--- src/rtl/core/blist_pkg.sv ---
// Package of shared types, constants and helper functions for the bounded list engine.
`timescale 1ns / 1ps

package blist_pkg;

   localparam int CAPACITY   = 32;
   localparam int DATA_WIDTH = 32;
   localparam int PTR_W      = (CAPACITY > 1) ? $clog2(CAPACITY) : 1;
   localparam int CNT_W      = $clog2(CAPACITY + 1);
   localparam int ITEM_W     = 32;
   localparam int REMOVED_W  = 6;

   typedef enum logic [1:0] {
      MODE_INS_FRONT = 2'd0,
      MODE_INS_BACK  = 2'd1,
      MODE_DELETE    = 2'd2,
      MODE_LIST      = 2'd3
   } mode_type;

   typedef enum logic [1:0] {
      ST_OK    = 2'd0,
      ST_EMPTY = 2'd1,
      ST_FULL  = 2'd2
   } status_type;

   typedef enum logic [2:0] {
      S_IDLE,
      S_EXEC,
      S_DELETE,
      S_LIST,
      S_SINGLE
   } state_type;

   typedef struct packed {
      logic capture;
      logic exec;
      logic del_step;
      logic del_commit;
      logic list_step;
      logic load_single;
   } cmd_type;

   typedef struct packed {
      mode_type mode;
      logic     empty;
      logic     walk_done;
      logic     out_free;
   } stat_type;

   // Position of the entry at a given offset from the front, wrapped once.
   function automatic logic [PTR_W-1:0] slot_f(input logic [PTR_W-1:0] front,
                                              input logic [CNT_W-1:0] offset);
      logic [CNT_W:0] sum;
      sum = {{(CNT_W + 1 - PTR_W){1'b0}}, front} + {1'b0, offset};
      if (sum >= (CNT_W + 1)'(CAPACITY)) begin
         sum = sum - (CNT_W + 1)'(CAPACITY);
      end
      return sum[PTR_W-1:0];
   endfunction

   // Position one step before the front, wrapping at zero.
   function automatic logic [PTR_W-1:0] prev_f(input logic [PTR_W-1:0] front);
      logic [PTR_W-1:0] p;
      if (front == '0) begin
         p = PTR_W'(CAPACITY - 1);
      end else begin
         p = front - 1'b1;
      end
      return p;
   endfunction

endpackage

--- src/rtl/core/blist_ctrl.sv ---
// Controller state machine that sequences each request of the bounded list engine.
`timescale 1ns / 1ps

module blist_ctrl
   import blist_pkg::*;
(
   input  logic     clock,
   input  logic     reset,
   input  logic     req_valid,
   output logic     req_stall,
   input  stat_type stat,
   output cmd_type  cmd
);

   state_type state_ff, state_in;

   always_ff @(posedge clock) begin
      if (reset) begin
         state_ff <= S_IDLE;
      end else begin
         state_ff <= state_in;
      end
   end

   always_comb begin
      state_in = state_ff;
      case (state_ff)
         S_IDLE: begin
            if (req_valid) begin
               state_in = S_EXEC;
            end
         end
         S_EXEC: begin
            if (stat.mode == MODE_DELETE && !stat.empty) begin
               state_in = S_DELETE;
            end else if (stat.mode == MODE_LIST && !stat.empty) begin
               state_in = S_LIST;
            end else begin
               state_in = S_SINGLE;
            end
         end
         S_DELETE: begin
            if (stat.walk_done) begin
               state_in = S_SINGLE;
            end
         end
         S_LIST: begin
            if (stat.walk_done) begin
               state_in = S_IDLE;
            end
         end
         S_SINGLE: begin
            if (stat.out_free) begin
               state_in = S_IDLE;
            end
         end
         default: begin
            state_in = S_IDLE;
         end
      endcase
   end

   always_comb begin
      cmd       = '0;
      req_stall = 1'b1;
      case (state_ff)
         S_IDLE: begin
            req_stall   = 1'b0;
            cmd.capture = req_valid;
         end
         S_EXEC: begin
            cmd.exec = 1'b1;
         end
         S_DELETE: begin
            cmd.del_step   = 1'b1;
            cmd.del_commit = stat.walk_done;
         end
         S_LIST: begin
            cmd.list_step = 1'b1;
         end
         S_SINGLE: begin
            cmd.load_single = stat.out_free;
         end
         default: begin
            req_stall = 1'b1;
         end
      endcase
   end

endmodule

--- src/rtl/core/blist_dp.sv ---
// Datapath of the bounded list engine: entry store, pointers, walk counters and result register.
`timescale 1ns / 1ps

module blist_dp
   import blist_pkg::*;
(
   input  logic                     clock,
   input  logic                     reset,
   input  cmd_type                  cmd,
   output stat_type                 stat,
   input  logic [1:0]               req_mode,
   input  logic signed [31:0]       req_value,
   output logic                     rsp_valid,
   input  logic                     rsp_stall,
   output logic signed [ITEM_W-1:0] rsp_item_value,
   output logic                     rsp_is_last,
   output logic [REMOVED_W-1:0]     rsp_removed_count,
   output logic [1:0]               rsp_status
);

   logic signed [DATA_WIDTH-1:0] mem [CAPACITY];

   mode_type                     mode_ff;
   logic signed [DATA_WIDTH-1:0] value_ff;
   logic [PTR_W-1:0]             front_ff, front_in;
   logic [CNT_W-1:0]             length_ff, length_in;
   logic [CNT_W-1:0]             rd_cnt_ff, rd_cnt_in;
   logic [CNT_W-1:0]             kept_ff, kept_in;
   logic                         pend_ff, pend_in;
   logic signed [DATA_WIDTH-1:0] rd_data_ff;
   status_type                   sgl_status_ff, sgl_status_in;
   logic [REMOVED_W-1:0]         sgl_removed_ff, sgl_removed_in;

   logic                         rsp_valid_ff, rsp_valid_in;
   logic signed [ITEM_W-1:0]     item_ff, item_in;
   logic                         last_ff, last_in;
   logic [REMOVED_W-1:0]         removed_ff, removed_in;
   status_type                   status_ff, status_in;

   logic                         empty, full, out_free, walk_done;
   logic                         advance, issue, keep, load_list;
   logic                         wr_en;
   logic [PTR_W-1:0]             wr_addr, rd_addr;
   logic signed [DATA_WIDTH-1:0] wr_data;

   assign empty     = (length_ff == '0);
   assign full      = (length_ff == CNT_W'(CAPACITY));
   assign out_free  = !rsp_valid_ff || !rsp_stall;
   assign walk_done = (rd_cnt_ff == length_ff) && !pend_ff;

   // A listing walk holds its read-ahead entry while the result register is blocked.
   assign advance   = cmd.del_step || (cmd.list_step && (!pend_ff || out_free));
   assign issue     = advance && (rd_cnt_ff != length_ff);
   assign keep      = cmd.del_step && pend_ff && (rd_data_ff != value_ff);
   assign load_list = cmd.list_step && pend_ff && out_free;
   assign rd_addr   = slot_f(front_ff, rd_cnt_ff);

   assign stat.mode      = mode_ff;
   assign stat.empty     = empty;
   assign stat.walk_done = walk_done;
   assign stat.out_free  = out_free;

   always_comb begin
      front_in       = front_ff;
      length_in      = length_ff;
      rd_cnt_in      = rd_cnt_ff;
      kept_in        = kept_ff;
      pend_in        = pend_ff;
      sgl_status_in  = sgl_status_ff;
      sgl_removed_in = sgl_removed_ff;
      wr_en          = 1'b0;
      wr_addr        = slot_f(front_ff, kept_ff);
      wr_data        = rd_data_ff;

      if (cmd.capture) begin
         rd_cnt_in = '0;
         kept_in   = '0;
         pend_in   = 1'b0;
      end

      if (cmd.exec) begin
         sgl_removed_in = '0;
         if (mode_ff == MODE_INS_FRONT || mode_ff == MODE_INS_BACK) begin
            if (full) begin
               sgl_status_in = ST_FULL;
            end else begin
               sgl_status_in = ST_OK;
               wr_en         = 1'b1;
               wr_data       = value_ff;
               length_in     = length_ff + 1'b1;
               if (mode_ff == MODE_INS_FRONT) begin
                  front_in = prev_f(front_ff);
                  wr_addr  = prev_f(front_ff);
               end else begin
                  wr_addr = slot_f(front_ff, length_ff);
               end
            end
         end else begin
            sgl_status_in = empty ? ST_EMPTY : ST_OK;
         end
      end

      if (advance) begin
         pend_in = issue;
         if (issue) begin
            rd_cnt_in = rd_cnt_ff + 1'b1;
         end
      end

      // Survivors are packed toward the front; the write slot never passes the read slot.
      if (keep) begin
         wr_en   = 1'b1;
         kept_in = kept_ff + 1'b1;
      end

      if (cmd.del_commit) begin
         length_in      = kept_ff;
         sgl_removed_in = REMOVED_W'(length_ff - kept_ff);
      end
   end

   always_comb begin
      rsp_valid_in = rsp_valid_ff;
      item_in      = item_ff;
      last_in      = last_ff;
      removed_in   = removed_ff;
      status_in    = status_ff;
      if (rsp_valid_ff && !rsp_stall) begin
         rsp_valid_in = 1'b0;
      end
      if (cmd.load_single) begin
         rsp_valid_in = 1'b1;
         item_in      = '0;
         last_in      = 1'b1;
         removed_in   = sgl_removed_ff;
         status_in    = sgl_status_ff;
      end else if (load_list) begin
         rsp_valid_in = 1'b1;
         item_in      = ITEM_W'(rd_data_ff);
         last_in      = (rd_cnt_ff == length_ff);
         removed_in   = '0;
         status_in    = ST_OK;
      end
   end

   always_ff @(posedge clock) begin
      if (wr_en) begin
         mem[wr_addr] <= wr_data;
      end
      if (issue) begin
         rd_data_ff <= mem[rd_addr];
      end
   end

   always_ff @(posedge clock) begin
      if (cmd.capture) begin
         mode_ff  <= mode_type'(req_mode);
         value_ff <= DATA_WIDTH'(req_value);
      end
      sgl_status_ff  <= sgl_status_in;
      sgl_removed_ff <= sgl_removed_in;
      item_ff        <= item_in;
      last_ff        <= last_in;
      removed_ff     <= removed_in;
      status_ff      <= status_in;
   end

   always_ff @(posedge clock) begin
      if (reset) begin
         front_ff     <= '0;
         length_ff    <= '0;
         rd_cnt_ff    <= '0;
         kept_ff      <= '0;
         pend_ff      <= 1'b0;
         rsp_valid_ff <= 1'b0;
      end else begin
         front_ff     <= front_in;
         length_ff    <= length_in;
         rd_cnt_ff    <= rd_cnt_in;
         kept_ff      <= kept_in;
         pend_ff      <= pend_in;
         rsp_valid_ff <= rsp_valid_in;
      end
   end

   assign rsp_valid         = rsp_valid_ff;
   assign rsp_item_value    = item_ff;
   assign rsp_is_last       = last_ff;
   assign rsp_removed_count = removed_ff;
   assign rsp_status        = status_ff;

endmodule

--- src/rtl/core/bounded_list_engine_unit.sv ---
// Top level of the bounded list engine: controller and datapath joined by command and status.
`timescale 1ns / 1ps

// The engine keeps an ordered list of up to 32 signed 32-bit values in a circular
// store with one write and one registered read per cycle, and works on one request
// at a time. A request that returns a single status (an insert at the front or back,
// or a delete or list on an empty list) passes through the execute state and then
// loads its result into the result register from the single-result state once that
// register is free, after which the next request can be taken; an insert into a full
// list drops its value and reports status full. A delete walks the store once, one
// entry per cycle, then loads its one result with the number of entries removed from
// the single-result state and returns to idle, so a delete on a full list is the
// longest request while results are not stalled. A list streams one result per cycle
// front to back while the result channel is not stalled, with is_last on the final
// entry; the next request can be taken once the walk is done. A result waits in the
// result register while it is stalled, and a listing walk pauses with it. Delete and
// list on an empty list return a single result with status empty. The result
// register lets a finished result wait while the next request is taken.
module bounded_list_engine_unit
   import blist_pkg::*;
(
   input  logic                     clock,
   input  logic                     reset,
   input  logic                     req_valid,
   output logic                     req_stall,
   input  logic [1:0]               req_mode,
   input  logic signed [31:0]       req_value,
   output logic                     rsp_valid,
   input  logic                     rsp_stall,
   output logic signed [ITEM_W-1:0] rsp_item_value,
   output logic                     rsp_is_last,
   output logic [REMOVED_W-1:0]     rsp_removed_count,
   output logic [1:0]               rsp_status
);

   cmd_type  cmd;
   stat_type stat;

   blist_ctrl u_ctrl (
      .clock     (clock),
      .reset     (reset),
      .req_valid (req_valid),
      .req_stall (req_stall),
      .stat      (stat),
      .cmd       (cmd)
   );

   blist_dp u_dp (
      .clock             (clock),
      .reset             (reset),
      .cmd               (cmd),
      .stat              (stat),
      .req_mode          (req_mode),
      .req_value         (req_value),
      .rsp_valid         (rsp_valid),
      .rsp_stall         (rsp_stall),
      .rsp_item_value    (rsp_item_value),
      .rsp_is_last       (rsp_is_last),
      .rsp_removed_count (rsp_removed_count),
      .rsp_status        (rsp_status)
   );

endmodule

--- config.mk ---
export PLATFORM = sky130hd
export DESIGN_NAME = bounded_list_engine_unit
export DESIGN_NICKNAME = d
export VERILOG_FILES = /design/src/rtl/core/blist_pkg.sv /design/src/rtl/core/blist_ctrl.sv /design/src/rtl/core/blist_dp.sv /design/src/rtl/core/bounded_list_engine_unit.sv
export SDC_FILE = /design/constraint.sdc
export NUM_CORES = 1
export LEC_CHECK = 0
export BUFFER_PORTS_ARGS = -buffer_cell sky130_fd_sc_hd__buf_2
export CORE_MARGIN = 3
export CORE_UTILIZATION = 45
export DETAILED_ROUTE_END_ITERATION = 8
export SLEW_MARGIN = 20
export SYNTH_ARGS = -nofsm -noshare
export SYNTH_HDL_FRONTEND = slang
export SYNTH_HIERARCHICAL = 1
export SYNTH_SLANG_ARGS = --single-unit
--- constraint.sdc ---
create_clock -name clock -period 6.51 [get_ports clock]
set_input_delay 1.302 -clock clock [delete_from_list [all_inputs] [get_ports clock]]
set_output_delay 1.302 -clock clock [all_outputs]
set_load 0.02 [all_outputs]
==> flow_summary.toml, run 1 <==
[placed_design]
routabilityCongestion = 0.849
place_hpwl_mm = 76.6
place_area_sq_mm = 0.0488
portBuffers = 80
dp_cells = 3997

[min_path]
min_path_type = "register to register"
min-delay-start = "u_dp/rsp_item_value[9]$_SDFFE_PP0P_"

[setup_path]
r2r_end = "u_dp/mem[5][26]$_DFFE_PP_"
rr_startpoint = "u_ctrl/state_ff[0]$_SDFFE_PP0P_"
cp_max_fo = 25
path_cells = "nor3b_1 -> inv_1 -> a211o_2 -> a211oi_1 -> or2_1 -> o21ai_1 -> nor3_2 -> buf_4"
ff2ff_path_depth = 8
critPathKind = "register to register"
r2r_slack_ns = 2.25
end_kind = "register"
slowest_delay_ns = 0.72
endpoint = "u_dp/mem[5][26]$_DFFE_PP_"
cp-start-kind = "register"
crit_slowest_cell = "nor3_2"
critPathArrivalTime_ns = 4.59
critPathRequiredTime_ns = 6.84
crit_start = "u_ctrl/state_ff[0]$_SDFFE_PP0P_"

[timing]
slew_headroom_pct = 12.8
setup-violations-final = 0
hold_slack_ns = 0.455
hold_violations = 0
fmax_mhz = 235
rsz0062_at_grt = "no"
tns_ns = 0
fin_worst_skew_ns = 0.0332
tightest_slew_ns = 1.30
min_period_over_period_pct = 65.4
drv_slew = 0
period_needed_ns = 4.26

[floorplan]
die_x_um = 327
die_y_um = 327
dieArea_sq_mm = 0.107
coreArea_sq_mm = 0.101
rows = 116
ios = 81
start_util_pct = 45.8

[clock_tree]
path_clk_slew_ns = 0.06
cts_resized = 0
cts_buffers = 116
post-cts-setup-buffers = 0
htreeDepth = 3
clock_latency_ns = 0.71
clkSinkCount = 1167
cts_tree = "done"
cts_hold_buf = 0
cts-root-buf = "clkbuf_16"
clock_path_buffers = 3

[pwr]
switching_share_pct = 23.5
p_int_mw = 13.1
power_frac_comb_pct = 8.9
pwr-share-seq_pct = 49.6
power_density_mw_per_mm2 = 325
pwr-share-clk_pct = 41.5
p_sw_mw = 4.04
ir_drop_mv = 0.221
leakagePower_nw = 17.1

[logic_synthesis]
yosysSeqAreaShare_pct = 74.5
synth_cell_types = 60
syn_avg_cell_area_sq_um = 17.6
synth_top_area_share_pct = 71.8
yosys-top-cells-count = "edfxtp_1, nand2_1, mux4_2"
synth_edf_count = 1106
synth_area_sq_mm = 0.0462
netlist_instances = 2620
synthArstFlopShare_pct = 0
synth_nets = 2684
synth_most_common_cell = "edfxtp_1"
ys.flop_type = "edfxtp_1"
synthTopCellsByArea = "edfxtp_1, mux4_2, nand2_1"
yosysWarnings = 6
synth_seq_cells = 1167
yosysTopAreaCell = "edfxtp_1"

[outcome]
status = "complete, no violations"

[layout]
final_cell_count_no_fill = 4219
final_cell_area_sq_mm = 0.0529
n_antenna_cell = 0
nNetsFinal = 2822
drive_gt1_share_pct = 23.4
nFillCells = 8049
final_util_pct = 52.4
area_growth_pct = 14.5

[drt]
wl_mm = 124
antenna_left = 0
routedWlPerCell_um = 29.4
drtPass1Iterations = 6
drt-vias-per-instance = 5.93
vias = 25000
drcViolationCount = 0
drt-initial-drc-count = 3388

[run]
maxCapViolCount = 0

[global_routing]
grt_pass1_wl_mm = 179
grt.total_usage_pct = 23.3
grt_pass1_vias = 24700
grt_max_degree = 129
grt_antenna_before_repair = 5
grt_overflow_total = 0
-- power groups by stage --
| stage | clock (mW) | combinational [mW] | sequential [mW] |
|---|---|---|---|
| 6_report | 7.13 | 1.54 | 8.51 |
| 2_1_floorplan | 0 | 0.867 | 8.65 |
| 3_3_place_gp | 0 | 1.51 | 8.67 |
| 4_1_cts | 7.24 | 1.54 | 8.51 |
| 3_5_place_dp | 0 | 1.53 | 8.67 |
| 5_1_grt | 7.55 | 1.63 | 8.52 |
-- through the flow --
step	setup slack [ns]	power [mW]
after detailed placement	2.22	10.2
final	2.25	17.2
after global placement	2.36	10.2
after floorplan	1.76	9.52
after global routing	2.01	17.7
after CTS	2.28	17.3
-- metal layers --
layer,up-vias,routed length [um],track usage (%)
li1,10500,-,-
met2,1291,55800,34.5
met1,13100,51300,34.9
met5,-,0,0
met4,0,3270,6.13
met3,168,13900,5.93
-- critical path: cells and delay by family (launching register included) --
| family | cells | cell delay (ns) |
|---|---|---|
| simple gates | 3 | 1.45 |
| buf+inv | 2 | 0.72 |
| compound gates | 3 | 1.13 |
| flops | 1 | 0.55 |
-- flip-flops by register name, indices dropped and copies added, names as in the netlist --
name,cells
u_dp/mode_ff,2
u_dp/sgl_status_ff,2
u_dp/rsp_removed_count,6
u_dp/sgl_removed_ff,6
u_dp/rsp_is_last,1
u_dp/rsp_status,2
u_dp/mem,1024
u_ctrl/state_ff,3
u_dp/length_ff,6
u_dp/front_ff,5
u_dp/rsp_valid,1
u_dp/rsp_item_value,32
u_dp/rd_data_ff,32
u_dp/value_ff,32
u_dp/kept_ff,6
u_dp/rd_cnt_ff,6
u_dp/pend_ff,1
-- worst min-delay path by stage --
stage	depth (start not counted)	slack, ns	to
after floorplan	2	0.49	u_dp/rd_cnt_ff[2]$_SDFF_PP0_
after global placement	2	0.45	u_dp/rsp_item_value[17]$_SDFFE_PP0P_
after detailed placement	2	0.45	u_dp/rsp_item_value[3]$_SDFFE_PP0P_
after CTS	2	0.46	u_dp/rsp_item_value[3]$_SDFFE_PP0P_
after global routing	2	0.47	u_dp/rsp_item_value[2]$_SDFFE_PP0P_
final	2	0.46	u_dp/rsp_item_value[9]$_SDFFE_PP0P_
-- cells in the final DEF, fill, tap and decap left out, drive strengths merged, types with 13 or more instances in the layout --
master / instances
clkbuf: 146
xor2: 13
clkinv: 44
nand2: 472
ha: 22
mux4: 256
inv: 24
buf: 164
a21oi: 62
bufinv: 21
o21ai: 41
nor2: 48
edfxtp: 1106
nand3: 167
nor3: 49
dfxtp: 61
xnor2: 48
-- layout make-up --
| cell class | instances | area (sq um) | share of cell area, % |
|---|---|---|---|
| tap | 1357 | 1700 | 3.21 |
| timing repair buffer | 164 | 1120 | 2.11 |
| multi-input combinational | 1289 | 11500 | 21.7 |
| sequential | 1167 | 34400 | 65.1 |
| inverter | 20 | 75.1 | 0.142 |
| clock inverter | 76 | 1010 | 1.91 |
| clock buffer | 146 | 3110 | 5.88 |
-- cell families after synthesis --
kind of cell | Yosys count | share of synthesized area [%]
xor+xnor | 61 | 1.16
fa+ha+maj | 26 | 0.769
flops | 1167 | 74.5
simple gates | 801 | 7.73
compound gates | 137 | 1.72
mux | 264 | 12.6
buf+inv | 164 | 1.49
(Power assumes the default switching activity.)
==> run 2: changes to the inputs <==
==> constraint.sdc (replaced) <==
create_clock -name clock -period 4.3 [get_ports clock]
set_input_delay 0.86 -clock clock [delete_from_list [all_inputs] [get_ports clock]]
set_output_delay 0.86 -clock clock [all_outputs]
set_load 0.02 [all_outputs]
==> run 2 against run 1 <==
Sequential share of layout area down 0.80 points. Clock-buffer cell count down 5. Utilization up 0.66 points. Largest power group unchanged.
==> flow_summary.toml, run 2 (synthesis gave the netlist of run 1 again) <==
[outcome]
status = "complete, no violations"

[timing]
fin_worst_skew_ns = 0.0510
tightest_slew_ns = 1.11
rsz0062_at_grt = "no"
period_needed_ns = 3.98
drv_slew = 0
hold_slack_ns = 0.326
slew_headroom_pct = 25.5
hold_violations = 0
min_period_over_period_pct = 92.5
fmax_mhz = 251
setup-violations-final = 0

[setup_path]
crit_top_cell = "buf_4"
end_kind = "register"
critPathArrivalTime_ns = 4.33
cp-start-kind = "register"
crit_slowest_cell = "nor3_4"
critPathKind = "register to register"
critPathRequiredTime_ns = 4.65
slowest_delay_ns = 0.67
cp_max_fo = 22
path_cells = "ha_1 -> fa_1 -> a21oi_1 -> o21bai_1 -> mux2i_1 -> a22o_1 -> or3_1 -> buf_4 -> nor3_4 -> buf_4"

[min_path]
min_path_type = "primary input to register"

[clock_tree]
clock_path_buffers = 3
cts_hold_buf = 0
clkSinkCount = 1167
path_clk_slew_ns = 0.07
htreeDepth = 3
cts_tree = "done"
cts-root-buf = "clkbuf_16"
clock_latency_ns = 0.71
post-cts-setup-buffers = 0
cts_buffers = 117
cts_resized = 0

[layout]
regArea_sq_mm = 0.0344
multiInputGateArea_sq_mm = 0.0115
largest_reg_flops = 1024
final_util_pct = 53.0
final_cell_area_sq_mm = 0.0536
regMostFlops = "u_dp/mem"
layout_common_cells = "edfxtp_1, nand2_1, mux4_2"
nFillCells = 8019
drive_gt1_share_pct = 24.4
nNetsFinal = 2887
area_growth_pct = 15.9
n_antenna_cell = 0
final_common_cell = "edfxtp_1"
final_cell_count_no_fill = 4280

[drt]
drtPass1Iterations = 5
wl_mm = 121
drt-vias-per-instance = 5.88
antenna_left = 0
vias = 25100
drt-initial-drc-count = 2816
drcViolationCount = 0
routedWlPerCell_um = 28.2

[pwr]
power_density_mw_per_mm2 = 471
leakagePower_nw = 17.4
ir_drop_mv = 0.336
totalPowerFinal_mw = 25.2

[floorplan]
ios = 81
rows = 116
die_y_um = 327
die_x_um = 327
dieArea_sq_mm = 0.107
start_util_pct = 45.8
coreArea_sq_mm = 0.101

[global_routing]
grt_max_degree = 128
grt_antenna_before_repair = 2
grt_pass1_wl_mm = 178
grt.total_usage_pct = 22.9
grt_pass1_vias = 25700
grt_overflow_total = 0

[placed_design]
dp_cells = 4059
portBuffers = 80
place_hpwl_mm = 73.4
place_area_sq_mm = 0.0497
routabilityCongestion = 0.852

[run]
maxCapViolCount = 0
[run 2: through the flow]
step | worst slack, ns | TNS, ns
5_1_grt | 0.145 | 0
6_report | 0.323 | 0
4_1_cts | 0.375 | 0
2_1_floorplan | -0.450 | -103.12
3_3_place_gp | 0.315 | 0
3_5_place_dp | 0.390 | 0
[run 2: worst paths after layout]
check	slack, ns	to	depth (start not counted)	startpoint
worst min register to register	0.46	u_dp/rsp_item_value[3]$_SDFFE_PP0P_	2	u_dp/rsp_item_value[3]$_SDFFE_PP0P_
worst max register to register	0.32	u_dp/mem[29][28]$_DFFE_PP_	10	u_dp/front_ff[0]$_SDFFE_PP0P_
worst min-delay path	0.33	u_dp/value_ff[24]$_DFFE_PP_	1	req_value[24]
worst max-delay path	0.32	u_dp/mem[29][28]$_DFFE_PP_	10	u_dp/front_ff[0]$_SDFFE_PP0P_
[run 2: layout make-up]
| cell class | instances | area share, % |
|---|---|---|
| Clock buffer | 141 | 5.85 |
| Clock inverter | 78 | 1.31 |
| Inverter | 20 | 0.140 |
| Multi-Input combinational cell | 1289 | 21.4 |
| Sequential cell | 1167 | 64.3 |
| Tap cell | 1357 | 3.17 |
| Timing Repair Buffer | 228 | 3.82 |
[run 2: where the power goes]
part	switching [mW]	leakage (nW)	total, mW	internal (mW)
combinational	1.50	5.08	2.27	0.774
clock	4.32	1.83	10.1	5.74
sequential	0.102	10.5	12.9	12.8
total	5.92	17.4	25.2	19.3
[run 2: worst max-delay path, delay by kind of cell, from the launching register on]
kind	cells	cell delay [ns]
multiplexers	1	0.15
AND/OR/NAND/NOR	2	1.05
flip-flops	1	0.41
adder cells (fa/ha/maj)	2	0.68
AO/OA/AOI/OAI	3	0.60
buffers and inverters	2	0.69
[run 2: routing by layer]
layer | vias up | track usage, % | wire length, um
met5 | - | 0 | 11
met4 | 2 | 5.95 | 2980
met3 | 168 | 6.29 | 11900
met2 | 1149 | 35.1 | 55700
met1 | 13200 | 32.5 | 50000
li1 | 10600 | - | -
